==> src/design/vnu_pkg.sv <==
// ----------------------------------------------------------------------------
// vnu_pkg
// Shared widths, norm kind codes and control types for the vector norm unit.
// ----------------------------------------------------------------------------
package vnu_pkg;

   localparam int ELEM_W  = 16;               // signed Q8.8 element
   localparam int MAG_W   = ELEM_W + 1;       // |element|, holds 2^(ELEM_W-1)
   localparam int TERM_W  = 2 * MAG_W;        // square of the magnitude
   localparam int TOTAL_W = 41;               // running total
   localparam int NORM_W  = 26;               // result width
   localparam int ROOT_W  = (TOTAL_W + 1) / 2;
   localparam int RAD_W   = 2 * ROOT_W;       // radicand padded to bit pairs
   localparam int REM_W   = ROOT_W + 3;       // partial remainder
   localparam int CNT_W   = $clog2(ROOT_W);

   typedef logic [1:0] kind_type;

   localparam kind_type KIND_INF  = 2'd0;
   localparam kind_type KIND_L1   = 2'd1;
   localparam kind_type KIND_L2   = 2'd2;
   localparam kind_type KIND_NONE = 2'd3;

   // sequencer to accumulator
   typedef struct packed {
      logic     load;    // capture the element
      logic     square;  // form magnitude or square term
      logic     fold;    // fold term into the total
      logic     clear;   // clear the total
      kind_type kind;
   } accum_ctl_type;

   // square root unit to sequencer
   typedef struct packed {
      logic              done;
      logic [ROOT_W-1:0] root;
   } sqrt_stat_type;

endpackage

==> src/design/vnu_accum.sv <==
// ----------------------------------------------------------------------------
// vnu_accum
// Element register, magnitude/square term stage and saturating running total.
// ----------------------------------------------------------------------------
module vnu_accum
   import vnu_pkg::*;
(
   input  logic                clock,
   input  logic                reset,
   input  accum_ctl_type       ctl,
   input  logic [ELEM_W-1:0]   element,
   output logic [TOTAL_W-1:0]  total
);

   logic [ELEM_W-1:0]  element_ff;
   logic [TERM_W-1:0]  term_ff, term_in;
   logic [TOTAL_W-1:0] total_ff, total_in;
   logic [MAG_W-1:0]   elem_ext;
   logic [MAG_W-1:0]   mag;
   logic [TOTAL_W:0]   sum;

   assign elem_ext = {element_ff[ELEM_W-1], element_ff};
   assign mag      = element_ff[ELEM_W-1] ? (~elem_ext + MAG_W'(1)) : elem_ext;
   assign sum      = {1'b0, total_ff} + (TOTAL_W + 1)'(term_ff);

   always_comb begin
      term_in = term_ff;
      if (ctl.square) begin
         if (ctl.kind == KIND_L2) begin
            term_in = TERM_W'(mag) * TERM_W'(mag);
         end else begin
            term_in = TERM_W'(mag);
         end
      end
   end

   always_comb begin
      total_in = total_ff;
      if (ctl.clear) begin
         total_in = '0;
      end else if (ctl.fold) begin
         case (ctl.kind)
            KIND_INF: begin
               if (TOTAL_W'(term_ff) > total_ff) total_in = TOTAL_W'(term_ff);
            end
            KIND_L1, KIND_L2: begin
               total_in = sum[TOTAL_W] ? '1 : sum[TOTAL_W-1:0];
            end
            default: total_in = total_ff;   // unsupported kind adds nothing
         endcase
      end
   end

   always_ff @(posedge clock) begin
      if (ctl.load) element_ff <= element;
      term_ff <= term_in;
      if (reset) begin
         total_ff <= '0;
      end else begin
         total_ff <= total_in;
      end
   end

   assign total = total_ff;

endmodule

==> src/design/vnu_sqrt.sv <==
// ----------------------------------------------------------------------------
// vnu_sqrt
// Floor integer square root, one root bit per cycle (restoring, bit pairs).
// ----------------------------------------------------------------------------
module vnu_sqrt
   import vnu_pkg::*;
(
   input  logic               clock,
   input  logic               reset,
   input  logic               start,
   input  logic [TOTAL_W-1:0] radicand,
   output sqrt_stat_type      stat
);

   logic [RAD_W-1:0]  rad_ff, rad_in;
   logic [REM_W-1:0]  rem_ff, rem_in;
   logic [ROOT_W-1:0] root_ff, root_in;
   logic [CNT_W-1:0]  cnt_ff, cnt_in;
   logic              busy_ff, busy_in;
   logic              done_ff, done_in;
   logic [REM_W-1:0]  rem_sh;
   logic [REM_W-1:0]  trial;

   assign rem_sh = {rem_ff[REM_W-3:0], rad_ff[RAD_W-1 -: 2]};
   assign trial  = REM_W'({root_ff, 2'b01});

   always_comb begin
      rad_in  = rad_ff;
      rem_in  = rem_ff;
      root_in = root_ff;
      cnt_in  = cnt_ff;
      busy_in = busy_ff;
      done_in = 1'b0;
      if (start) begin
         rad_in  = RAD_W'(radicand);
         rem_in  = '0;
         root_in = '0;
         cnt_in  = CNT_W'(ROOT_W - 1);
         busy_in = 1'b1;
      end else if (busy_ff) begin
         rad_in = {rad_ff[RAD_W-3:0], 2'b00};
         if (rem_sh >= trial) begin
            rem_in  = rem_sh - trial;
            root_in = {root_ff[ROOT_W-2:0], 1'b1};
         end else begin
            rem_in  = rem_sh;
            root_in = {root_ff[ROOT_W-2:0], 1'b0};
         end
         cnt_in = cnt_ff - CNT_W'(1);
         if (cnt_ff == '0) begin
            busy_in = 1'b0;
            done_in = 1'b1;
         end
      end
   end

   always_ff @(posedge clock) begin
      rad_ff  <= rad_in;
      rem_ff  <= rem_in;
      root_ff <= root_in;
      cnt_ff  <= cnt_in;
      if (reset) begin
         busy_ff <= 1'b0;
         done_ff <= 1'b0;
      end else begin
         busy_ff <= busy_in;
         done_ff <= done_in;
      end
   end

   assign stat.done = done_ff;
   assign stat.root = root_ff;

endmodule

==> src/design/vector_norm_unit.sv <==
// ----------------------------------------------------------------------------
// vector_norm_unit
// Streamed vector norm (infinity, L1, L2) with one result beat per vector.
// ----------------------------------------------------------------------------
//   channel | dir | handshake          | payload
//   --------+-----+--------------------+-----------------------------------
//   req_    | in  | valid / stall      | element, last, empty_req
//   rsp_   | out | valid / stall      | norm (unsigned Q18.8, saturated)
//   csr_    | in  | valid / ready      | norm_kind
//
// Steps: each element beat passes through capture, square, fold and close.
//   A final beat then loads the output register; a final L2 beat first
//   runs the square root: 21 iterations of the shared compare/subtract
//   unit, one root bit each, then a step to pick up the root.
//   An empty-vector beat goes straight to the output register. A result
//   waits there; the next beat is taken once that register has been loaded.
// Reset: synchronous, clears the total, sequencer and output valid; kind
//   comes up as L2.
// ----------------------------------------------------------------------------
module vector_norm_unit
   import vnu_pkg::*;
(
   input  logic               clock,
   input  logic               reset,
   input  logic               req_valid,
   output logic               req_stall,
   input  logic [ELEM_W-1:0]  req_element,
   input  logic               req_last,
   input  logic               req_empty_req,
   output logic               rsp_valid,
   input  logic               rsp_stall,
   output logic [NORM_W-1:0]  rsp_norm,
   input  logic               csr_valid,
   output logic               csr_ready,
   input  kind_type           csr_norm_kind
);

   typedef enum logic [2:0] {
      ST_IDLE,
      ST_SQUARE,
      ST_FOLD,
      ST_CLOSE,
      ST_ROOT,
      ST_EMIT
   } state_type;

   state_type          state_ff, state_in;
   kind_type           cfg_kind_ff, cfg_kind_in;
   kind_type           kind_ff, kind_in;
   logic               last_ff, last_in;
   logic [NORM_W-1:0]  res_ff, res_in;
   logic               rsp_valid_ff, rsp_valid_in;
   logic [NORM_W-1:0]  rsp_norm_ff, rsp_norm_in;

   logic               req_beat;
   logic               sqrt_start;
   accum_ctl_type      accum_ctl;
   sqrt_stat_type      sqrt_stat;
   logic [TOTAL_W-1:0] total;
   logic [NORM_W-1:0]  total_sat;

   // kind may be rewritten at any time; each beat latches its own copy
   assign csr_ready = 1'b1;
   assign req_stall = (state_ff != ST_IDLE);
   assign req_beat  = req_valid && !req_stall;

   assign total_sat = (|total[TOTAL_W-1:NORM_W]) ? '1 : total[NORM_W-1:0];

   always_comb begin
      state_in     = state_ff;
      cfg_kind_in  = cfg_kind_ff;
      kind_in      = kind_ff;
      last_in      = last_ff;
      res_in       = res_ff;
      rsp_valid_in = rsp_valid_ff;
      rsp_norm_in  = rsp_norm_ff;
      sqrt_start   = 1'b0;
      accum_ctl    = '{load: 1'b0, square: 1'b0, fold: 1'b0, clear: 1'b0,
                       kind: kind_ff};

      if (csr_valid && csr_ready) cfg_kind_in = csr_norm_kind;
      // output register frees up when its beat is taken
      if (rsp_valid_ff && !rsp_stall) rsp_valid_in = 1'b0;

      case (state_ff)
         ST_IDLE: begin
            if (req_beat) begin
               kind_in        = cfg_kind_ff;
               last_in        = req_last;
               accum_ctl.load = 1'b1;
               if (req_empty_req) begin
                  // abandon any vector in progress, result is zero
                  accum_ctl.clear = 1'b1;
                  res_in          = '0;
                  state_in        = ST_EMIT;
               end else begin
                  state_in = ST_SQUARE;
               end
            end
         end
         ST_SQUARE: begin
            accum_ctl.square = 1'b1;
            state_in         = ST_FOLD;
         end
         ST_FOLD: begin
            accum_ctl.fold = 1'b1;
            state_in       = ST_CLOSE;
         end
         ST_CLOSE: begin
            if (!last_ff) begin
               state_in = ST_IDLE;
            end else begin
               accum_ctl.clear = 1'b1;
               case (kind_ff)
                  KIND_INF, KIND_L1: begin
                     res_in   = total_sat;
                     state_in = ST_EMIT;
                  end
                  KIND_L2: begin
                     sqrt_start = 1'b1;
                     state_in   = ST_ROOT;
                  end
                  default: begin
                     res_in   = '0;
                     state_in = ST_EMIT;
                  end
               endcase
            end
         end
         ST_ROOT: begin
            if (sqrt_stat.done) begin
               res_in   = NORM_W'(sqrt_stat.root);
               state_in = ST_EMIT;
            end
         end
         ST_EMIT: begin
            if (!rsp_valid_ff || !rsp_stall) begin
               rsp_valid_in = 1'b1;
               rsp_norm_in  = res_ff;
               state_in     = ST_IDLE;
            end
         end
         default: state_in = ST_IDLE;
      endcase
   end

   always_ff @(posedge clock) begin
      kind_ff     <= kind_in;
      last_ff     <= last_in;
      res_ff      <= res_in;
      rsp_norm_ff <= rsp_norm_in;
      if (reset) begin
         state_ff     <= ST_IDLE;
         cfg_kind_ff  <= KIND_L2;
         rsp_valid_ff <= 1'b0;
      end else begin
         state_ff     <= state_in;
         cfg_kind_ff  <= cfg_kind_in;
         rsp_valid_ff <= rsp_valid_in;
      end
   end

   assign rsp_valid = rsp_valid_ff;
   assign rsp_norm  = rsp_norm_ff;

   vnu_accum u_accum (
      .clock   (clock),
      .reset   (reset),
      .ctl     (accum_ctl),
      .element (req_element),
      .total   (total)
   );

   vnu_sqrt u_sqrt (
      .clock    (clock),
      .reset    (reset),
      .start    (sqrt_start),
      .radicand (total),
      .stat     (sqrt_stat)
   );

endmodule

==> config.mk <==
export PLATFORM = sky130hd
export DESIGN_NAME = vector_norm_unit
export DESIGN_NICKNAME = d
export VERILOG_FILES = /design/src/design/vnu_pkg.sv /design/src/design/vnu_accum.sv /design/src/design/vnu_sqrt.sv /design/src/design/vector_norm_unit.sv
export SDC_FILE = /design/constraint.sdc
export NUM_CORES = 1
export LEC_CHECK = 0
export BUFFER_PORTS_ARGS = -buffer_cell sky130_fd_sc_hd__buf_2
export CAP_MARGIN = 20
export CORE_MARGIN = 4
export CORE_UTILIZATION = 40
export CTS_CLUSTER_DIAMETER = 120
export DETAILED_ROUTE_END_ITERATION = 10
export HOLD_SLACK_MARGIN = 0.1
export PLACE_DENSITY = 0.54
export SYNTH_ARGS = -nofsm -noshare
export SYNTH_HDL_FRONTEND = slang
export SYNTH_SLANG_ARGS = --single-unit
==> constraint.sdc <==
create_clock -name clock -period 18.5 [get_ports clock]
set_clock_uncertainty 0.15 [all_clocks]
set_input_delay 1.85 -clock clock [delete_from_list [all_inputs] [get_ports clock]]
set_output_delay 1.85 -clock clock [all_outputs]
set_load 0.02 [all_outputs]
# Yosys cells after proc, flatten, opt, wreduce, memory -nomap -nowiden
# Index checks and enable logic that the tools add are counted.
[classes]
n_reduce_logical = 23
order_cmp = 2
multipliers = 1
n_mux = 41
n_eq_ne = 14
bitwise_logic = 2
n_addsub = 4
[op_table]
columns = ["op", "count"]
rows = [
  ["2-to-1 mux 41 bit", 4],
  ["2-to-1 mux 26 bit", 5],
  ["one-hot mux 41 bit (2 select lines)", 1],
  ["one-hot mux 26 bit (3 select lines)", 1],
  ["one-hot mux 26 bit (2 select lines)", 1],
  ["adder 41 x 34 -> 42 bit", 1],
  ["greater-than comparator 34 x 41 -> 1 bit", 1],
  ["multiplier 17 x 17 -> 34 bit", 1],
  ["2-to-1 mux 17 bit", 2],
  [">= comparator 24 x 23 -> 1 bit", 1],
  ["2-to-1 mux 22 bit", 1],
  ["subtractor 22 bit", 1],
  ["2-to-1 mux 1 bit", 19],
  ["one-hot mux 3 bit (6 select lines)", 1],
  ["adder 17 x 1 -> 17 bit, second input constant", 1],
  ["inverter 17 bit", 1],
  ["2-to-1 mux 3 bit", 5],
  ["OR reduction 15 bit", 1],
  ["inequality test 2 bit, second input constant", 5],
  ["== test 3 x 2 -> 1 bit, second input constant", 2],
  ["== test 3 bit, second input constant", 2],
  ["AND reduction 3 bit", 2],
  ["AND reduction 6 bit", 1],
  ["nonzero test 3 bit", 2],
  ["17 further kinds", 25],
]
[word_totals]
reg_bits = 244
elab_cells = 105
input_bits = 25
out_inout_bits = 29

# Depth between registers and ports, before layout
[logic_depth]
word_depth = 6
depth_mapped = 32
depth_no_buf = 29

# Hierarchy
# A second synthesis with hierarchy kept.
[unflattened]
cells_unflattened = 2334
hier_area_um2 = 22092.4
[by_module_without_submodules]
columns = ["module", "cells_each", "area_each_um2", "seq_area_each_um2", "n_inst"]
rows = [
  ["vnu_accum", 1676, 14572.7, 2322.2, 1],
  ["vnu_sqrt", 482, 4927.2, 2252.2, 1],
  ["vector_norm_unit", 176, 2592.5, 1771.7, 1],
]

# Worst setup path before layout
# No wires, ideal clock.
[synth_timing]
kind = "reg2reg"
startpoint = "register u_accum.element_ff[6]"
endpoint = "register u_accum.term_ff[29] (data pin)"
path_stages_with_launch = 28
arrival_time_ns = 7.591
required_time_ns = 18.095
setup_time_ns = 0.255
n_path_buf = 1
period_less_slack_ns = 7.996
slack_ns = 10.504
cell_sequence = "edfxtp_1 > or4_1 > nor4_1 > and2b_1 > nand2b_1 > o31ai_1 > xnor2_1 > clkbuf_1 > nand2_1 > fa_1 > inv_1 > fa_1 > fa_1 > fa_1 > fa_1 > inv_1 > fa_1 > inv_1 > ha_1 > a21o_1 > a21o_1 > or4_1 > a21oi_1 > o21ai_1 > a31oi_1 > o21ai_0 > xor2_1 > and2_1"
[synth_between]
elab_chain_len = 4
[synth_rtl]
columns = ["element", "line", "source"]
rows = [
  ["from (decl)", "vnu_accum.sv:15", "logic [ELEM_W-1:0] element_ff;"],
  ["from (signal assigned)", "vnu_accum.sv:55", "if (ctl.load) element_ff <= element;"],
  ["inverter 17 bit", "vnu_accum.sv:23", "assign mag = element_ff[ELEM_W-1] ? (~elem_ext + MAG_W'(1)) : elem_ext;"],
  ["adder 17 x 1 -> 17 bit", "vnu_accum.sv:23", ""],
  ["2-to-1 mux 17 bit (*)", "vnu_accum.sv:23", ""],
  ["multiplier 17 x 17 -> 34 bit (*)", "vnu_accum.sv:30", "term_in = TERM_W'(mag) * TERM_W'(mag);"],
  ["to (signal assigned)", "vnu_accum.sv:56", "term_ff <= term_in;"],
  ["to (decl)", "vnu_accum.sv:16", "logic [TERM_W-1:0] term_ff, term_in;"],
]
# Mark *: on every way between the ends. The rest lies on a longest branch, timed or not.
# A chain may end at the register's enable or synchronous reset.

# Final worst setup path
# Same ends and word-level chain as after synthesis.

==> impl_metrics.csv <==
group,metric,value,unit
layout,fill_cells,5316,
clock_network,post_cts_resize_count,0,
floorplan,io_pins,54,
setup_path,cp-start-kind,"flop",
floorplan,die_w,242.2,um
sta,fmaxAchievable,111.3,MHz
placement,port_buffers,52,
sta,final-setup-viol-count,0,
setup_path,crit_path_max_fanout,11,
sta,slew_viol_final,0,
clock_network,cts_buffers,28,
synth,syn_avg_cell_area,9.127,um2
synth,ys.warnings.count,0,
floorplan,coreArea,54030,um2
synth,yosysSeqAreaShare,0.2892,
layout,insertedDiodeCount,0,
synth,synth_edf_count,146,
setup_path,end_kind,"flop",
route,route.detailed.drc,0,
synth,yosysTopAreaCell,"edfxtp_1",
job,drv_cap,0,
global_routing,antenna_found_initial,0,
clock_network,post_cts_buffers,0,
layout,nets,2872,
sta,rsz0062_at_grt,"no",
clock_network,clkTransAtPathRegs,0.07,ns
placement,hpwl,46.22,mm
setup_path,critPathRequiredTime,18.69,ns
synth,synthArstFlopShare,0,
clock_network,cts.sinks,244,
floorplan,core.rowCount,85,
clock_network,cts_hold_buf,0,
placement,placed_cells,3119,
placement,globalplace.congestion,0.8799,
layout,drive_above_1_share,0.06826,
setup_path,criticalPathCategory,"reg2reg",
route,wirelength,58.19,mm
route,avgViaCountPerCell,5.296,
sta,post-route-period-util,0.4857,
sta,tightest_slew,0.9477,ns
route,drt_iter0_markers,983,
synth,ys_ff_latch,244,
status,outcome,"finished clean",
global_routing,grt_max_degree,83,
global_routing,grt_pass1_vias,17060,
sta,hold_viol,0,
clock_network,cts_tree,"yes",
clock_network,cts.htree.levels,1,
clock_network,clk_path_buf_depth,3,
route,ant_nets,0,
route,vias,16800,
sta,maxSlewHeadroom,0.3681,
synth,synth.distinct_cells,92,
worst_hold_path,worst_hold_path_type,"reg2reg",
setup_path,arrival,9.17,ns
sta,setup-tns-final,0,ns
clock_network,clock_latency,0.58,ns
global_routing,overflow,0,
floorplan,dieArea,58670,um2
clock_network,root_buffer,"clkbuf_16",
sta,fin_crit,8.985,ns
global_routing,grt_pass1_wl,93.94,mm
synth,synth_area,21940,um2
route,wire_per_inst,18.34,um
synth,ys.flop_type,"edfxtp_1",
global_routing,grtUsageTotal,0.1964,
route,drt_first_pass_iters,5,
synth,netlist_top_cells_area,"edfxtp_1 (20%), fa_1 (17%), ha_1 (12%)",
setup_path,critPathSlowestCell,"xor2_1",
synth,synth_top_area_share,0.1998,
layout,instances_no_fill,3172,
floorplan,die_h,242.2,um
layout,area_growth,9.568,%
floorplan,initial_core_util,0.4061,
synth,synthCells,2404,
setup_path,critPathMaxStageDelay,0.74,ns
[registers in the layout, summed over array words and instances (netlist names), 2 cells and up]
name,count
cfg_kind_ff,2
kind_ff,2
res_ff,26
rsp_norm,26
state_ff,3
u_accum.element_ff,16
u_accum.term_ff,34
u_accum.total,41
u_sqrt.cnt_ff,5
u_sqrt.rad_ff,42
u_sqrt.rem_ff,22
u_sqrt.root_ff,21
[layout make-up]
type / instances / area, um2 / share of cell area
clock buffer: 35 / 747.0 / 0.03107
inverter: 405 / 1520 / 0.06323
multi-input combinational: 1697 / 13860 / 0.5764
timing repair buffer: 78 / 455.4 / 0.01894
tap: 696 / 870.8 / 0.03622
clock inverter: 17 / 242.7 / 0.01010
sequential: 244 / 6347 / 0.2640
[stage by stage]
step	cell area (um2)	worst slack, ns	hold slack [ns]	utilization
2_1_floorplan	22070	10.50	0.2503	-
3_3_place_gp	23040	9.638	0.2567	0.4264
3_5_place_dp	23040	9.445	0.2545	0.4265
4_1_cts	24030	9.437	0.2682	0.4449
5_1_grt	24040	9.008	0.2734	0.4450
6_report	24040	9.515	0.2645	0.4450
[cell usage in the layout (no fill, tap or decap), types with 11 or more instances in the layout]
cell / n
a211oi_1: 26
nor3_1: 30
dfxtp_1: 97
o31ai_1: 16
xor2_1: 28
fa_1: 191
ha_1: 202
xnor2_1: 62
conb_1: 37
buf_4: 26
o211ai_1: 11
clkbuf_16: 28
nand2b_1: 28
nor2b_1: 22
nand2_1: 207
and2_1: 23
edfxtp_1: 146
nand3_1: 44
o21ai_0: 126
and3_1: 12
nand4_1: 16
nor4_1: 11
inv_1: 401
o22ai_1: 40
a21oi_1: 113
nor2_1: 215
a21o_1: 25
mux2i_1: 31
buf_2: 52
o21a_1: 12
o21bai_1: 15
[path summary, 6_finish.rpt]
path                                   startpoint  slack, ns  depth (start not counted)                                 to
setup / recovery  u_accum.element_ff[6]$_DFFE_PP_       9.52                         29  u_accum.term_ff[29]$_SDFFCE_PN0P_
hold / removal               res_ff[21]$_DFFE_PP_       0.26                          0             rsp_norm[21]$_DFFE_PP_
hold reg to reg              res_ff[21]$_DFFE_PP_       0.26                          0             rsp_norm[21]$_DFFE_PP_
setup reg to reg  u_accum.element_ff[6]$_DFFE_PP_       9.52                         29  u_accum.term_ff[29]$_SDFFCE_PN0P_
[synth_stat cells, drive strengths merged, types with 5 or more instances]
master   count
xnor2       62
and2        24
o31ai       17
nor2b       22
a211oi      27
inv        403
a32oi        6
mux2i       31
nor3b        9
o221ai       8
o31a         6
o21bai      16
o41ai        6
nand2b      28
o21ai      135
nand4       16
a31oi        9
buf         23
a311o        5
dfxtp       98
nor3        30
and3        12
nand3       44
edfxtp     146
clkbuf      70
ha         202
or3          8
nor4        12
o2111ai      5
xor2        28
o22ai       40
o211ai      14
a31o         5
fa         191
a21o        25
or4          6
nor2       217
o21a        12
a21oi      117
a2111oi      7
nand2      211
[worst max-delay path, delay by kind of cell (launching register included)]
family,cells,cell delay (ns)
buffers and inverters,6,0.76
XOR/XNOR,2,0.89
flip-flops,1,0.43
AND/OR/NAND/NOR,8,2.10
adder cells (fa/ha/maj),7,3.26
AO/OA/AOI/OAI,6,1.14
[per-layer routing]
layer | vias to the layer above | wire (um) | GRT usage
met5 | - | 0 | 0
met4 | 0 | 1554 | 0.04968
met3 | 88 | 2369 | 0.02280
met2 | 366 | 28070 | 0.3360
met1 | 8216 | 26190 | 0.2666
li1 | 8128 | - | -
[cells by family after synthesis]
kind of cell	Yosys count	share of synthesized area
AND/OR/NAND/NOR	651	0.1364
XOR/XNOR	90	0.03592
flip-flops	244	0.2892
AO/OA/AOI/OAI	492	0.1464
multiplexers	34	0.01568
buffers and inverters	498	0.08656
adder cells (fa/ha/maj)	393	0.2894
other	2	0.0003423
Power is not shown: default switching activity piles up to over one toggle a cycle in this logic, so the estimate is an artifact.
